**config.mk**
```make
export PLATFORM = sky130hd
export DESIGN_NAME = line_follow_pid_drive_core
export DESIGN_NICKNAME = d
export VERILOG_FILES = /design/src/rtl/lfpd_pkg.sv /design/src/rtl/lfpd_ctrl.sv /design/src/rtl/lfpd_datapath.sv /design/src/rtl/line_follow_pid_drive_core.sv
export SDC_FILE = /design/constraint.sdc
export NUM_CORES = 2
export LEC_CHECK = 0
export BUFFER_PORTS_ARGS = -buffer_cell sky130_fd_sc_hd__buf_2
export CAP_MARGIN = 20
export CORE_UTILIZATION = 55
export DETAILED_ROUTE_END_ITERATION = 6
export PLACE_DENSITY = 0.72
export RECOVER_POWER = 25
export SETUP_SLACK_MARGIN = 0.2
export SYNTH_ARGS = -nofsm -noshare
export SYNTH_HDL_FRONTEND = slang
export SYNTH_SLANG_ARGS = --single-unit
```
**constraint.sdc**
```tcl
create_clock -name clk -period 26.1 [get_ports clk]
set_input_delay 3.915 -clock clk [delete_from_list [all_inputs] [get_ports clk]]
set_output_delay 3.915 -clock clk [all_outputs]
set_load 0.05 [all_outputs]
```
**src/rtl/lfpd_pkg.sv**
```systemverilog
package lfpd_pkg;

  // Fixed point position of all Q.12 quantities.
  localparam int FRAC_BITS       = 12;
  localparam int SAMPLE_BITS_DEF = 12;

  // Register widths
  localparam int THR_W  = 12;
  localparam int GAIN_W = 16;
  localparam int BASE_W = 13;
  localparam int LIM_W  = 18;

  // Datapath widths
  localparam int ERR_W   = FRAC_BITS + 3;       // +/-2.0
  localparam int DER_W   = ERR_W + 1;           // err - last_err
  localparam int SUM_W   = LIM_W + 1;           // clamped integral
  localparam int SUMX_W  = SUM_W + 1;           // before clamp
  localparam int MA_W    = GAIN_W + 1;
  localparam int MB_W    = SUM_W;
  localparam int PROD_W  = MA_W + MB_W;
  localparam int ACC_W   = PROD_W - FRAC_BITS + 2;
  localparam int CMD_W   = ACC_W + 1;
  localparam int DUTY_W  = 13;
  localparam int OUT_TDATA_W = 32;

  // Configuration port
  localparam int CFG_ADDR_W = 3;
  localparam int CFG_DATA_W = LIM_W;

  // Reset values of the registers
  localparam logic [THR_W-1:0]  THR_RST   = THR_W'(2000);
  localparam logic [GAIN_W-1:0] KP_RST    = GAIN_W'(3277);
  localparam logic [GAIN_W-1:0] KI_RST    = GAIN_W'(82);
  localparam logic [GAIN_W-1:0] KD_RST    = GAIN_W'(2458);
  localparam logic [BASE_W-1:0] BASE_RST  = BASE_W'(2867);
  localparam logic [LIM_W-1:0]  LIM_RST   = LIM_W'(204800);

  // 0.95 in Q.12, truncated
  localparam int DECAY_NUM = (95 << FRAC_BITS) / 100;

  localparam logic signed [ERR_W-1:0] ERR_ONE = ERR_W'(1 << FRAC_BITS);
  localparam logic signed [ERR_W-1:0] ERR_TWO = ERR_W'(2 << FRAC_BITS);
  localparam logic [DUTY_W-1:0] DUTY_FULL = DUTY_W'(1 << FRAC_BITS);

  typedef enum logic [CFG_ADDR_W-1:0] {
    REG_THRESHOLD  = 3'd0,
    REG_PROP_GAIN  = 3'd1,
    REG_INTEG_GAIN = 3'd2,
    REG_DERIV_GAIN = 3'd3,
    REG_BASE_SPEED = 3'd4,
    REG_INTEG_LIM  = 3'd5
  } cfg_reg_t;

  typedef enum logic [1:0] {
    MUL_DECAY = 2'd0,
    MUL_PROP  = 2'd1,
    MUL_INTEG = 2'd2,
    MUL_DERIV = 2'd3
  } mul_sel_t;

  typedef struct packed {
    logic     load_in;
    logic     class_en;
    logic     decay_en;
    logic     sum_en;
    logic     mul_en;
    mul_sel_t mul_sel;
    logic     acc_clr;
    logic     acc_add;
    logic     load_out;
    logic     commit;
  } dp_cmd_t;

  typedef struct packed {
    logic all_off;
  } dp_status_t;

endpackage

```
**src/rtl/lfpd_ctrl.sv**
```systemverilog
module lfpd_ctrl (
  input  logic                  clk,
  input  logic                  rst_n,
  input  logic                  in_tvalid,
  output logic                  in_tready,
  input  logic                  in_paused,
  output logic                  out_tvalid,
  input  logic                  out_tready,
  input  lfpd_pkg::dp_status_t  status,
  output lfpd_pkg::dp_cmd_t     cmd
);

  typedef enum logic [7:0] {
    S_IDLE  = 8'b0000_0001,
    S_CLASS = 8'b0000_0010,
    S_DECAY = 8'b0000_0100,
    S_SUM   = 8'b0000_1000,
    S_MI    = 8'b0001_0000,
    S_MD    = 8'b0010_0000,
    S_FIN   = 8'b0100_0000,
    S_OUT   = 8'b1000_0000
  } state_t;

  state_t state_r, state_nxt;
  logic   out_valid_r, out_valid_nxt;
  logic   in_acc;
  logic   out_free;

  assign in_tready  = (state_r == S_IDLE);
  assign in_acc     = in_tvalid && in_tready;
  assign out_free   = !out_valid_r || out_tready;
  assign out_tvalid = out_valid_r;

  always_comb begin
    state_nxt   = state_r;
    cmd         = '0;
    cmd.mul_sel = lfpd_pkg::MUL_DECAY;
    case (state_r)
      S_IDLE: begin
        // paused items are taken and dropped
        if (in_acc && !in_paused) begin
          cmd.load_in = 1'b1;
          state_nxt   = S_CLASS;
        end
      end
      S_CLASS: begin
        cmd.class_en = 1'b1;
        cmd.mul_en   = 1'b1;
        cmd.mul_sel  = lfpd_pkg::MUL_DECAY;
        state_nxt    = status.all_off ? S_DECAY : S_SUM;
      end
      S_DECAY: begin
        cmd.decay_en = 1'b1;
        state_nxt    = S_SUM;
      end
      S_SUM: begin
        cmd.sum_en  = 1'b1;
        cmd.mul_en  = 1'b1;
        cmd.mul_sel = lfpd_pkg::MUL_PROP;
        state_nxt   = S_MI;
      end
      S_MI: begin
        cmd.acc_clr = 1'b1;
        cmd.mul_en  = 1'b1;
        cmd.mul_sel = lfpd_pkg::MUL_INTEG;
        state_nxt   = S_MD;
      end
      S_MD: begin
        cmd.acc_add = 1'b1;
        cmd.mul_en  = 1'b1;
        cmd.mul_sel = lfpd_pkg::MUL_DERIV;
        state_nxt   = S_FIN;
      end
      S_FIN: begin
        cmd.acc_add = 1'b1;
        state_nxt   = S_OUT;
      end
      S_OUT: begin
        if (out_free) begin
          cmd.load_out = 1'b1;
          cmd.commit   = 1'b1;
          state_nxt    = S_IDLE;
        end
      end
      default: begin
        state_nxt = S_IDLE;
      end
    endcase
  end

  always_comb begin
    out_valid_nxt = out_valid_r;
    if (cmd.load_out) begin
      out_valid_nxt = 1'b1;
    end else if (out_tready) begin
      out_valid_nxt = 1'b0;
    end
  end

  always_ff @(posedge clk) begin
    if (!rst_n) begin
      state_r     <= S_IDLE;
      out_valid_r <= 1'b0;
    end else begin
      state_r     <= state_nxt;
      out_valid_r <= out_valid_nxt;
    end
  end

  a_no_overwrite: assert property (@(posedge clk) disable iff (!rst_n)
    cmd.load_out |-> (!out_valid_r || out_tready))
    else $error("pending result overwritten");

  a_start: assert property (@(posedge clk) disable iff (!rst_n)
    (in_tvalid && in_tready && !in_paused) |=> (state_r == S_CLASS))
    else $error("unpaused item did not start");

  a_paused_drop: assert property (@(posedge clk) disable iff (!rst_n)
    (in_tvalid && in_tready && in_paused) |=> (state_r == S_IDLE && !cmd.commit))
    else $error("paused item changed state");

  a_commit_with_out: assert property (@(posedge clk) disable iff (!rst_n)
    cmd.commit |=> out_valid_r)
    else $error("commit without result");

endmodule

```
**src/rtl/lfpd_datapath.sv**
```systemverilog
module lfpd_datapath #(
  parameter int SAMPLE_BITS = lfpd_pkg::SAMPLE_BITS_DEF
) (
  input  logic                                   clk,
  input  logic                                   rst_n,
  input  logic [SAMPLE_BITS-1:0]                 left_level,
  input  logic [SAMPLE_BITS-1:0]                 middle_level,
  input  logic [SAMPLE_BITS-1:0]                 right_level,
  input  logic                                   cfg_we,
  input  logic [lfpd_pkg::CFG_ADDR_W-1:0]        cfg_addr,
  input  logic [lfpd_pkg::CFG_DATA_W-1:0]        cfg_wdata,
  input  lfpd_pkg::dp_cmd_t                      cmd,
  output lfpd_pkg::dp_status_t                   status,
  output logic [lfpd_pkg::OUT_TDATA_W-1:0]       out_tdata
);

  localparam int CMP_W = (SAMPLE_BITS > lfpd_pkg::THR_W) ? SAMPLE_BITS : lfpd_pkg::THR_W;
  localparam int ERR_W  = lfpd_pkg::ERR_W;
  localparam int DER_W  = lfpd_pkg::DER_W;
  localparam int SUM_W  = lfpd_pkg::SUM_W;
  localparam int SUMX_W = lfpd_pkg::SUMX_W;
  localparam int MA_W   = lfpd_pkg::MA_W;
  localparam int MB_W   = lfpd_pkg::MB_W;
  localparam int PROD_W = lfpd_pkg::PROD_W;
  localparam int ACC_W  = lfpd_pkg::ACC_W;
  localparam int CMD_W  = lfpd_pkg::CMD_W;
  localparam int DUTY_W = lfpd_pkg::DUTY_W;
  localparam int FB     = lfpd_pkg::FRAC_BITS;

  // configuration registers
  logic [lfpd_pkg::THR_W-1:0]  thr_r;
  logic [lfpd_pkg::GAIN_W-1:0] kp_r, ki_r, kd_r;
  logic [lfpd_pkg::BASE_W-1:0] base_r;
  logic [lfpd_pkg::LIM_W-1:0]  lim_r;

  // controller state
  logic signed [SUM_W-1:0] error_sum_r;
  logic signed [ERR_W-1:0] last_error_r;

  // working registers
  logic [2:0]               on_r;         // {right, middle, left}
  logic signed [ERR_W-1:0]  err_r;
  logic signed [SUM_W-1:0]  sum_r;
  logic signed [DER_W-1:0]  deriv_r;
  logic signed [PROD_W-1:0] prod_r;
  logic signed [ACC_W-1:0]  acc_r;
  logic [lfpd_pkg::OUT_TDATA_W-1:0] out_r;

  logic [CMP_W-1:0]         thr_x;
  logic [2:0]               on_nxt;
  logic signed [ERR_W-1:0]  err_class;
  logic [ERR_W-1:0]         prev_mag;
  logic [ERR_W-1:0]         dec_mag;
  logic signed [ERR_W-1:0]  err_dec;
  logic signed [SUMX_W-1:0] sum_raw, lim_pos, lim_neg;
  logic signed [SUM_W-1:0]  sum_clamp;
  logic signed [MA_W-1:0]   mul_a;
  logic signed [MB_W-1:0]   mul_b;
  logic signed [ACC_W-1:0]  prod_sh;
  logic signed [CMD_W-1:0]  base_x, acc_x, lcmd, rcmd;
  logic [DUTY_W-1:0]        lduty, rduty;

  function automatic logic [DUTY_W-1:0] duty_of(input logic signed [CMD_W-1:0] c);
    logic [CMD_W-1:0] mag;
    mag = c[CMD_W-1] ? CMD_W'(-c) : CMD_W'(c);
    if (mag > CMD_W'(lfpd_pkg::DUTY_FULL)) begin
      return lfpd_pkg::DUTY_FULL;
    end
    return mag[DUTY_W-1:0];
  endfunction

  always_ff @(posedge clk) begin
    if (!rst_n) begin
      thr_r  <= lfpd_pkg::THR_RST;
      kp_r   <= lfpd_pkg::KP_RST;
      ki_r   <= lfpd_pkg::KI_RST;
      kd_r   <= lfpd_pkg::KD_RST;
      base_r <= lfpd_pkg::BASE_RST;
      lim_r  <= lfpd_pkg::LIM_RST;
    end else if (cfg_we) begin
      case (lfpd_pkg::cfg_reg_t'(cfg_addr))
        lfpd_pkg::REG_THRESHOLD:  thr_r  <= cfg_wdata[lfpd_pkg::THR_W-1:0];
        lfpd_pkg::REG_PROP_GAIN:  kp_r   <= cfg_wdata[lfpd_pkg::GAIN_W-1:0];
        lfpd_pkg::REG_INTEG_GAIN: ki_r   <= cfg_wdata[lfpd_pkg::GAIN_W-1:0];
        lfpd_pkg::REG_DERIV_GAIN: kd_r   <= cfg_wdata[lfpd_pkg::GAIN_W-1:0];
        lfpd_pkg::REG_BASE_SPEED: base_r <= cfg_wdata[lfpd_pkg::BASE_W-1:0];
        lfpd_pkg::REG_INTEG_LIM:  lim_r  <= cfg_wdata[lfpd_pkg::LIM_W-1:0];
        default: ;
      endcase
    end
  end

  // sensor compare at load time
  assign thr_x     = CMP_W'(thr_r);
  assign on_nxt[0] = CMP_W'(left_level) > thr_x;
  assign on_nxt[1] = CMP_W'(middle_level) > thr_x;
  assign on_nxt[2] = CMP_W'(right_level) > thr_x;
  assign status.all_off = (on_r == 3'b000);

  always_comb begin
    if (on_r[1]) begin
      if (on_r[0])      err_class = -lfpd_pkg::ERR_TWO;
      else if (on_r[2]) err_class = lfpd_pkg::ERR_TWO;
      else              err_class = '0;
    end else begin
      if (on_r[0])      err_class = -lfpd_pkg::ERR_ONE;
      else              err_class = lfpd_pkg::ERR_ONE;   // right only
    end
  end

  // decay on the magnitude so the result truncates toward zero
  assign prev_mag = last_error_r[ERR_W-1] ? ERR_W'(-last_error_r) : ERR_W'(last_error_r);
  assign dec_mag  = ERR_W'(prod_r >>> FB);
  assign err_dec  = last_error_r[ERR_W-1] ? -signed'(dec_mag) : signed'(dec_mag);

  assign sum_raw = SUMX_W'(error_sum_r) + SUMX_W'(err_r);
  assign lim_pos = signed'(SUMX_W'(lim_r));
  assign lim_neg = -lim_pos;
  always_comb begin
    if (sum_raw > lim_pos)      sum_clamp = SUM_W'(lim_pos);
    else if (sum_raw < lim_neg) sum_clamp = SUM_W'(lim_neg);
    else                        sum_clamp = SUM_W'(sum_raw);
  end

  always_comb begin
    case (cmd.mul_sel)
      lfpd_pkg::MUL_DECAY: begin
        mul_a = MA_W'(lfpd_pkg::DECAY_NUM);
        mul_b = signed'(MB_W'(prev_mag));
      end
      lfpd_pkg::MUL_PROP: begin
        mul_a = signed'(MA_W'(kp_r));
        mul_b = MB_W'(err_r);
      end
      lfpd_pkg::MUL_INTEG: begin
        mul_a = signed'(MA_W'(ki_r));
        mul_b = sum_r;
      end
      lfpd_pkg::MUL_DERIV: begin
        mul_a = signed'(MA_W'(kd_r));
        mul_b = MB_W'(deriv_r);
      end
      default: begin
        mul_a = '0;
        mul_b = '0;
      end
    endcase
  end

  // arithmetic shift is floor division by 2^FB
  assign prod_sh = ACC_W'(prod_r >>> FB);

  assign base_x = signed'(CMD_W'(base_r));
  assign acc_x  = CMD_W'(acc_r);
  assign lcmd   = base_x - acc_x;
  assign rcmd   = base_x + acc_x;
  assign lduty  = duty_of(lcmd);
  assign rduty  = duty_of(rcmd);

  always_ff @(posedge clk) begin
    if (!rst_n) begin
      error_sum_r  <= '0;
      last_error_r <= '0;
    end else if (cmd.commit) begin
      error_sum_r  <= sum_r;
      last_error_r <= err_r;
    end
  end

  always_ff @(posedge clk) begin
    if (cmd.load_in)  on_r    <= on_nxt;
    if (cmd.class_en && !status.all_off) err_r <= err_class;
    if (cmd.decay_en) err_r   <= err_dec;
    if (cmd.sum_en) begin
      sum_r   <= sum_clamp;
      deriv_r <= DER_W'(err_r) - DER_W'(last_error_r);
    end
    if (cmd.mul_en)   prod_r  <= PROD_W'(mul_a * mul_b);
    if (cmd.acc_clr)  acc_r   <= prod_sh;
    else if (cmd.acc_add) acc_r <= acc_r + prod_sh;
    if (cmd.load_out) begin
      out_r <= {2'b00, rduty, !rcmd[CMD_W-1], rcmd[CMD_W-1],
                lduty, lcmd[CMD_W-1], !lcmd[CMD_W-1]};
    end
  end

  assign out_tdata = out_r;

  a_sum_in_limit: assert property (@(posedge clk) disable iff (!rst_n)
    cmd.commit |-> (SUMX_W'(sum_r) <= lim_pos && SUMX_W'(sum_r) >= lim_neg))
    else $error("integral outside clamp");

  a_err_range: assert property (@(posedge clk) disable iff (!rst_n)
    cmd.commit |-> (err_r <= lfpd_pkg::ERR_TWO && err_r >= -lfpd_pkg::ERR_TWO))
    else $error("error out of range");

  a_duty_sat: assert property (@(posedge clk) disable iff (!rst_n)
    cmd.load_out |=> (out_r[14:2] <= lfpd_pkg::DUTY_FULL && out_r[29:17] <= lfpd_pkg::DUTY_FULL))
    else $error("duty above full scale");

endmodule

```
**src/rtl/line_follow_pid_drive_core.sv**
```systemverilog
// Channel   Dir  Handshake              Payload
// in_       in   in_tvalid/in_tready    tdata: left, middle, right level; tuser: paused
// out_      out  out_tvalid/out_tready  tdata: left pins+duty, right pins+duty
// cfg_      in   cfg_we                 cfg_addr register index, cfg_wdata value
//
// An unpaused item reaches the result register through CLASS, SUM, MI, MD, FIN and OUT,
// with DECAY after CLASS when no sensor sees the line and the last error is decayed; the
// next item is taken only once the engine is back in IDLE. One shared 17x19 multiplier does the
// decay and the three gain products in turn. A paused item is taken and dropped.
// rst_n is synchronous, active low: register defaults, integral and last error cleared.
// A stalled result holds the engine in its last step until the output register frees.
module line_follow_pid_drive_core #(
  parameter int SAMPLE_BITS = lfpd_pkg::SAMPLE_BITS_DEF
) (
  input  logic                              clk,
  input  logic                              rst_n,
  input  logic                              in_tvalid,
  output logic                              in_tready,
  // [S-1:0] left_level, [2S-1:S] middle_level, [3S-1:2S] right_level
  input  logic [((3*SAMPLE_BITS+7)/8)*8-1:0] in_tdata,
  // [0] paused
  input  logic                              in_tuser,
  output logic                              out_tvalid,
  input  logic                              out_tready,
  // [0] left_pin_a, [1] left_pin_b, [14:2] left_duty,
  // [15] right_pin_a, [16] right_pin_b, [29:17] right_duty
  output logic [lfpd_pkg::OUT_TDATA_W-1:0]  out_tdata,
  input  logic                              cfg_we,
  input  logic [lfpd_pkg::CFG_ADDR_W-1:0]   cfg_addr,
  input  logic [lfpd_pkg::CFG_DATA_W-1:0]   cfg_wdata
);

  lfpd_pkg::dp_cmd_t    cmd;
  lfpd_pkg::dp_status_t status;

  lfpd_ctrl u_ctrl (
    .clk        (clk),
    .rst_n      (rst_n),
    .in_tvalid  (in_tvalid),
    .in_tready  (in_tready),
    .in_paused  (in_tuser),
    .out_tvalid (out_tvalid),
    .out_tready (out_tready),
    .status     (status),
    .cmd        (cmd)
  );

  lfpd_datapath #(
    .SAMPLE_BITS (SAMPLE_BITS)
  ) u_dp (
    .clk          (clk),
    .rst_n        (rst_n),
    .left_level   (in_tdata[SAMPLE_BITS-1:0]),
    .middle_level (in_tdata[2*SAMPLE_BITS-1:SAMPLE_BITS]),
    .right_level  (in_tdata[3*SAMPLE_BITS-1:2*SAMPLE_BITS]),
    .cfg_we       (cfg_we),
    .cfg_addr     (cfg_addr),
    .cfg_wdata    (cfg_wdata),
    .cmd          (cmd),
    .status       (status),
    .out_tdata    (out_tdata)
  );

endmodule

```
-- Word level (Yosys, flattened, before mapping)
Cells that the tools add are included.
- flip-flop bits (word level): 279
- bits of input ports: 67
- output and inout port bits: 34
- logic and storage cells: 115
- add/sub/neg operators: 10
- $mul: 1
- order comparisons: 7
- eq/ne operators: 18
- multiplexer cells: 38
- reductions and logical operators: 23
- operators by type and width (kind ; count):
    $mux W15 ; 7
    $pmux W19 S4 ; 1
    $pmux W17 S4 ; 1
    $pmux W8 S8 ; 1
    $gt A27 B13 Y1 const B ; 2
    $mux W27 ; 2
    $neg A27 Y27 ; 2
    $mux W13 ; 4
    $mux W26 ; 2
    $gt A12 B12 Y1 ; 3
    $mul A17 B19 Y36 ; 1
    $neg A15 Y15 ; 2
    $add A14 B26 Y27 ; 1
    $sub A14 B26 Y27 ; 1
    $add A26 B24 Y26 ; 1
    $add A19 B15 Y20 ; 1
    $gt A20 B19 Y1 ; 1
    $lt A20 B20 Y1 ; 1
    $neg A18 Y20 ; 1
    $mux W19 ; 1
    $mux W18 ; 1
    $mux W8 ; 2
    $sub A15 B15 Y16 ; 1
    $mux W14 ; 1
    other kinds (27) ; 56

-- Logic depth before layout (Yosys ltp)
- word-level depth: 6
- gate-level depth with buffers: 36
- mapped depth without buffers: 33

-- Modules after synthesis
A second synthesis with hierarchy kept.
- cells, all modules: 3576
- area total of the unflattened synthesis: 30934.7 um2
- modules (own cells, without submodules) (module ; instances ; cells each ; area each (um2) ; sequential area each (um2)):
    lfpd_datapath ; 1 ; 3509 ; 30367.9 ; 6496.2
    lfpd_ctrl ; 1 ; 67 ; 566.8 ; 180.2

-- Worst setup path before layout
Ideal clock, no wire load.
- kind: flip-flop to flip-flop
- start point: reg u_ctrl.state_r[4]
- end point: reg u_dp.prod_r[35], data pin
- library setup time: 260 ps
- arrival: 9471 ps
- required time: 25840 ps
- setup slack: 16369 ps
- stages on the path, launching flop included: 33
- buffers on the path: 5
- clock period less this slack: 9731 ps
- cells stage by stage: dfxtp_1 -> clkbuf_1 -> nor4_1 -> nor3b_1 -> and3b_1 -> clkbuf_1 -> clkbuf_1 -> clkbuf_1 -> clkbuf_1 -> a221o_1 -> nand2_1 -> fa_1 -> inv_1 -> fa_1 -> fa_1 -> fa_1 -> fa_1 -> inv_1 -> fa_1 -> inv_1 -> ha_1 -> a21o_1 -> a21o_1 -> a21o_1 -> a2111o_1 -> o211a_1 -> a31o_2 -> or4_1 -> nand3_1 -> a31oi_1 -> a21o_1 -> a21oi_1 -> xnor2_1
- cells in the longest elaborated chain, start to end: 5
- elaborated cells between the ends (all ways): 12
- classes of those cells: 1 x mul; 7 x eq/ne; 3 x mux; 1 x reduce/logical
- ends and longest elaborated chain (element ; RTL line ; RTL):
    from (decl) ; lfpd_ctrl.sv:24 ; state_t state_r, state_nxt;
    from (signal assigned) ; lfpd_ctrl.sv:105 ; state_r <= state_nxt;
    $eq A8 B6 Y1 (tied with other cells) ; lfpd_ctrl.sv:38 ; case (state_r)
    $pmux W3 S4 * ; lfpd_ctrl.sv:38 ;
    $eq A2 B2 Y1 (tied with other cells) ; lfpd_datapath.sv:126 ; case (cmd.mul_sel)
    $pmux W17 S4 / $pmux W19 S4 (equally long branches) ; lfpd_datapath.sv:126 ;
    $mul A17 B19 Y36 * ; lfpd_datapath.sv:178 ; if (cmd.mul_en) prod_r <= PROD_W'(mul_a * mul_b);
    to (signal assigned) ; lfpd_datapath.sv:178 ;
    to (decl) ; lfpd_datapath.sv:45 ; logic signed [PROD_W-1:0] prod_r;
Every way passes the cells marked *; elsewhere a longest branch is shown, timed or not. The select of a mux whose other input is x is not followed.
A chain may end at the register's enable or synchronous reset.

-- Worst setup path after layout
Ends and elaborated chain as after synthesis.

==> run metrics <==
outcome=finished, violations left; failing checks=capacitance limit, slew limit; area leader, netlist=fa_1; FP Rows=86; unrepaired setup endpoints after global routing=no; Commonest cells post-synth=nand2_1 (530), inv_1 (479), fa_1 (310), nor2_1 (299), ha_1 (252); CTS Buf Count=31; crit end category=register; P_leak=14.98 nW; Yosys warning count=0; vias=25959; Slew HR=-91.16%; hold buffer count at CTS=0; Die Wd=239.4 um; post-DR wirelength/cell=19.24 um; H-tree Lvls=1; Nets=4304; async set-reset flop share out of synthesis=0%; Longest Clk Path Bufs=3; period utilization=52.02%; DRC=0; most used cell, CP=fa_1; Final min period=13.58 ns; TritonRoute pass-1 iters=5; drt initial violations=2207; DP Wirelength=67720 um; final WL=85570 um; post-synth cell types=93; HP Class=reg -> reg; fraction of layout cells with a size suffix above 1=7.378%; Post-synth top flop=dfxtp_1; synthesized area=0.03100 mm2; max-capacitance violation count=4; first-pass GRT wire length=137000 um; Starting Density=55.94%; Final Skew=0.01556 ns; Critical Path AT=13.86 ns; worst slew pin tran=2.867 ns; die area=0.05731 mm2; startpoint types=register; global route overflow=0; chip height=239.4 um; Post CTS Setup Buffer Count=0; CP max stage delay=2.13 ns; area fraction of the dominant cell type after synthesis=20.02%; Ant. Diodes=0; Synth Area per Inst=8.527 um2; FF+latch count, synth=267; largest net degree at the start of global routing=86; CTS clk-pin slew, worst paths=0.07 ns; fmax=73.65 MHz; area grow syn2layout=7.463%; sequential share of the synthesized area=21.54%; CTS tree=done; clock latency on the worst-skew pair=0.59 ns; CTS resizes=0; total global-route track usage=30.42%; top-count cell post-synth=nand2_1; CP Max Fanout=49; dominant cells by area after synthesis=fa_1 (20%), edfxtp_1 (13%), ha_1 (10%); core area=0.05542 mm2; Setup CP Type=reg -> reg; antenna violations before repair=1; Max VDD drop=0.04338 mV; drt via density=5.836; # IOs=101; RePlAce Congestion=0.9706; EDFF count, synth=133; Post-DRT Antenna Nets=0; setup TNS=0 ns; # setup viols final=0; PD cells=29.08 mW/mm2; CP max-delay cell=clkbuf_1; vias in the first global route=25392; I/O Buffers=94; CP required=26.38 ns; final core utilization=60.11%; Root Buffer=clkbuf_16; Final Hold Fails=0; Mapped Cells=3635; Slew Viols, Final=167; clock sink total=267
where the power goes:
part	switching (W)	internal, W	leakage [nW]
Combinational	0.0000505	0.0000321	12.1
Sequential	0.00000414	0.000441	2.32
Clock	0.000196	0.000245	0.523
final cells by class:
| class | count | area [um2] |
|---|---|---|
| clock inverters | 23 | 203.9 |
| flip-flops and latches | 267 | 6676 |
| clock buffers | 35 | 833.3 |
| multi-input cells | 2753 | 22040 |
| fillers | 5000 | 22110 |
| repair buffers | 139 | 807.0 |
| well taps | 748 | 935.9 |
| inverters | 483 | 1813 |
worst max-delay path: cells and delay by family, from the launching register on:
kind / cells / cell delay, ns
XOR/XNOR: 1 / 0.36
AO/OA/AOI/OAI: 10 / 2.78
AND/OR/NAND/NOR: 7 / 2.53
buffers and inverters: 5 / 3.68
flip-flops: 1 / 0.39
adder cells (fa/ha/maj): 7 / 3.44
flip-flops by register name, summed over array words and instances, names as in the netlist, 8 cells and up:
name / cells
u_dp.kp_r: 16
u_dp.thr_r: 12
u_dp.prod_r: 24
u_dp.out_tdata: 30
u_dp.last_error_r: 15
u_dp.lim_r: 18
u_dp.deriv_r: 16
u_ctrl.state_r: 8
u_dp.base_r: 13
u_dp.acc_r: 26
u_dp.kd_r: 16
u_dp.sum_r: 19
u_dp.ki_r: 16
u_dp.error_sum_r: 19
u_dp.err_r: 15
layer usage:
layer / global-route usage [%] / part of all wire, % / wire length [um]
met1: 39.39 / 42 / 35680
met2: 51.83 / 48 / 40660
met3: 4.022 / 6.7 / 5768
met4: 11.21 / 4.0 / 3458
met5: 0 / 0 / 0
cell usage in the layout, fill, tap and decap left out, drive strengths merged, types with 30 or more instances in the layout:
| cell type | netlist | layout |
|---|---|---|
| a21boi | 106 | 106 |
| and2 | 37 | 37 |
| nor2 | 300 | 300 |
| o21a | 41 | 41 |
| dfxtp | 134 | 134 |
| nand2b | 42 | 42 |
| nor3 | 71 | 71 |
| inv | 480 | 494 |
| xnor2 | 117 | 117 |
| ha | 252 | 252 |
| o21ai | 132 | 132 |
| xor2 | 55 | 55 |
| clkbuf | 111 | 41 |
| nand2 | 530 | 530 |
| nand3 | 66 | 66 |
| nand4 | 30 | 30 |
| a21oi | 157 | 157 |
| a21o | 54 | 54 |
| buf | 22 | 132 |
| nor2b | 54 | 54 |
| edfxtp | 133 | 133 |
| o211ai | 31 | 31 |
| fa | 310 | 310 |
stage by stage:
step | hold WS (ns) | instance area (um2) | power, W | std cells | worst slack (ns)
2_1_floorplan | 0.4354 | 31000 | 0.0005098 | 3636 | 16.37
3_3_place_gp | 0.4472 | 32260 | 0.0005338 | 4387 | 15.35
3_5_place_dp | 0.4518 | 32270 | 0.0005351 | 4388 | 15.28
4_1_cts | 0.4644 | 33310 | 0.0009742 | 4446 | 15.23
5_1_grt | 0.4817 | 33310 | 0.001001 | 4448 | 11.82
6_report | 0.4636 | 33310 | 0.0009687 | 4448 | 12.52
worst paths after layout:
check                                  startpoint              end  slack, ns  cells past startpoint
worst min-delay path                 u_dp.ki_r[8]     u_dp.ki_r[8]       0.46                      2
worst min register to register       u_dp.ki_r[8]     u_dp.ki_r[8]       0.46                      2
worst max register to register  u_ctrl.state_r[4]  u_dp.prod_r[35]      12.52                     30
worst max-delay path            u_ctrl.state_r[4]  u_dp.prod_r[35]      12.52                     30
cells by family (layout without fill, tap and decap cells):
| family | count (synthesis) | after routing | synth area share (%) |
|---|---|---|---|
| compound gates | 730 | 730 | 16.30 |
| flops | 267 | 267 | 21.54 |
| other cells | 1 | 2 | 0.01210 |
| buf+inv | 616 | 680 | 7.536 |
| simple gates | 1271 | 1271 | 19.00 |
| fa+ha+maj | 562 | 562 | 30.19 |
| mux | 16 | 16 | 0.5369 |
| xor+xnor | 172 | 172 | 4.884 |
No activity file was read; power rests on OpenSTA's default activity.
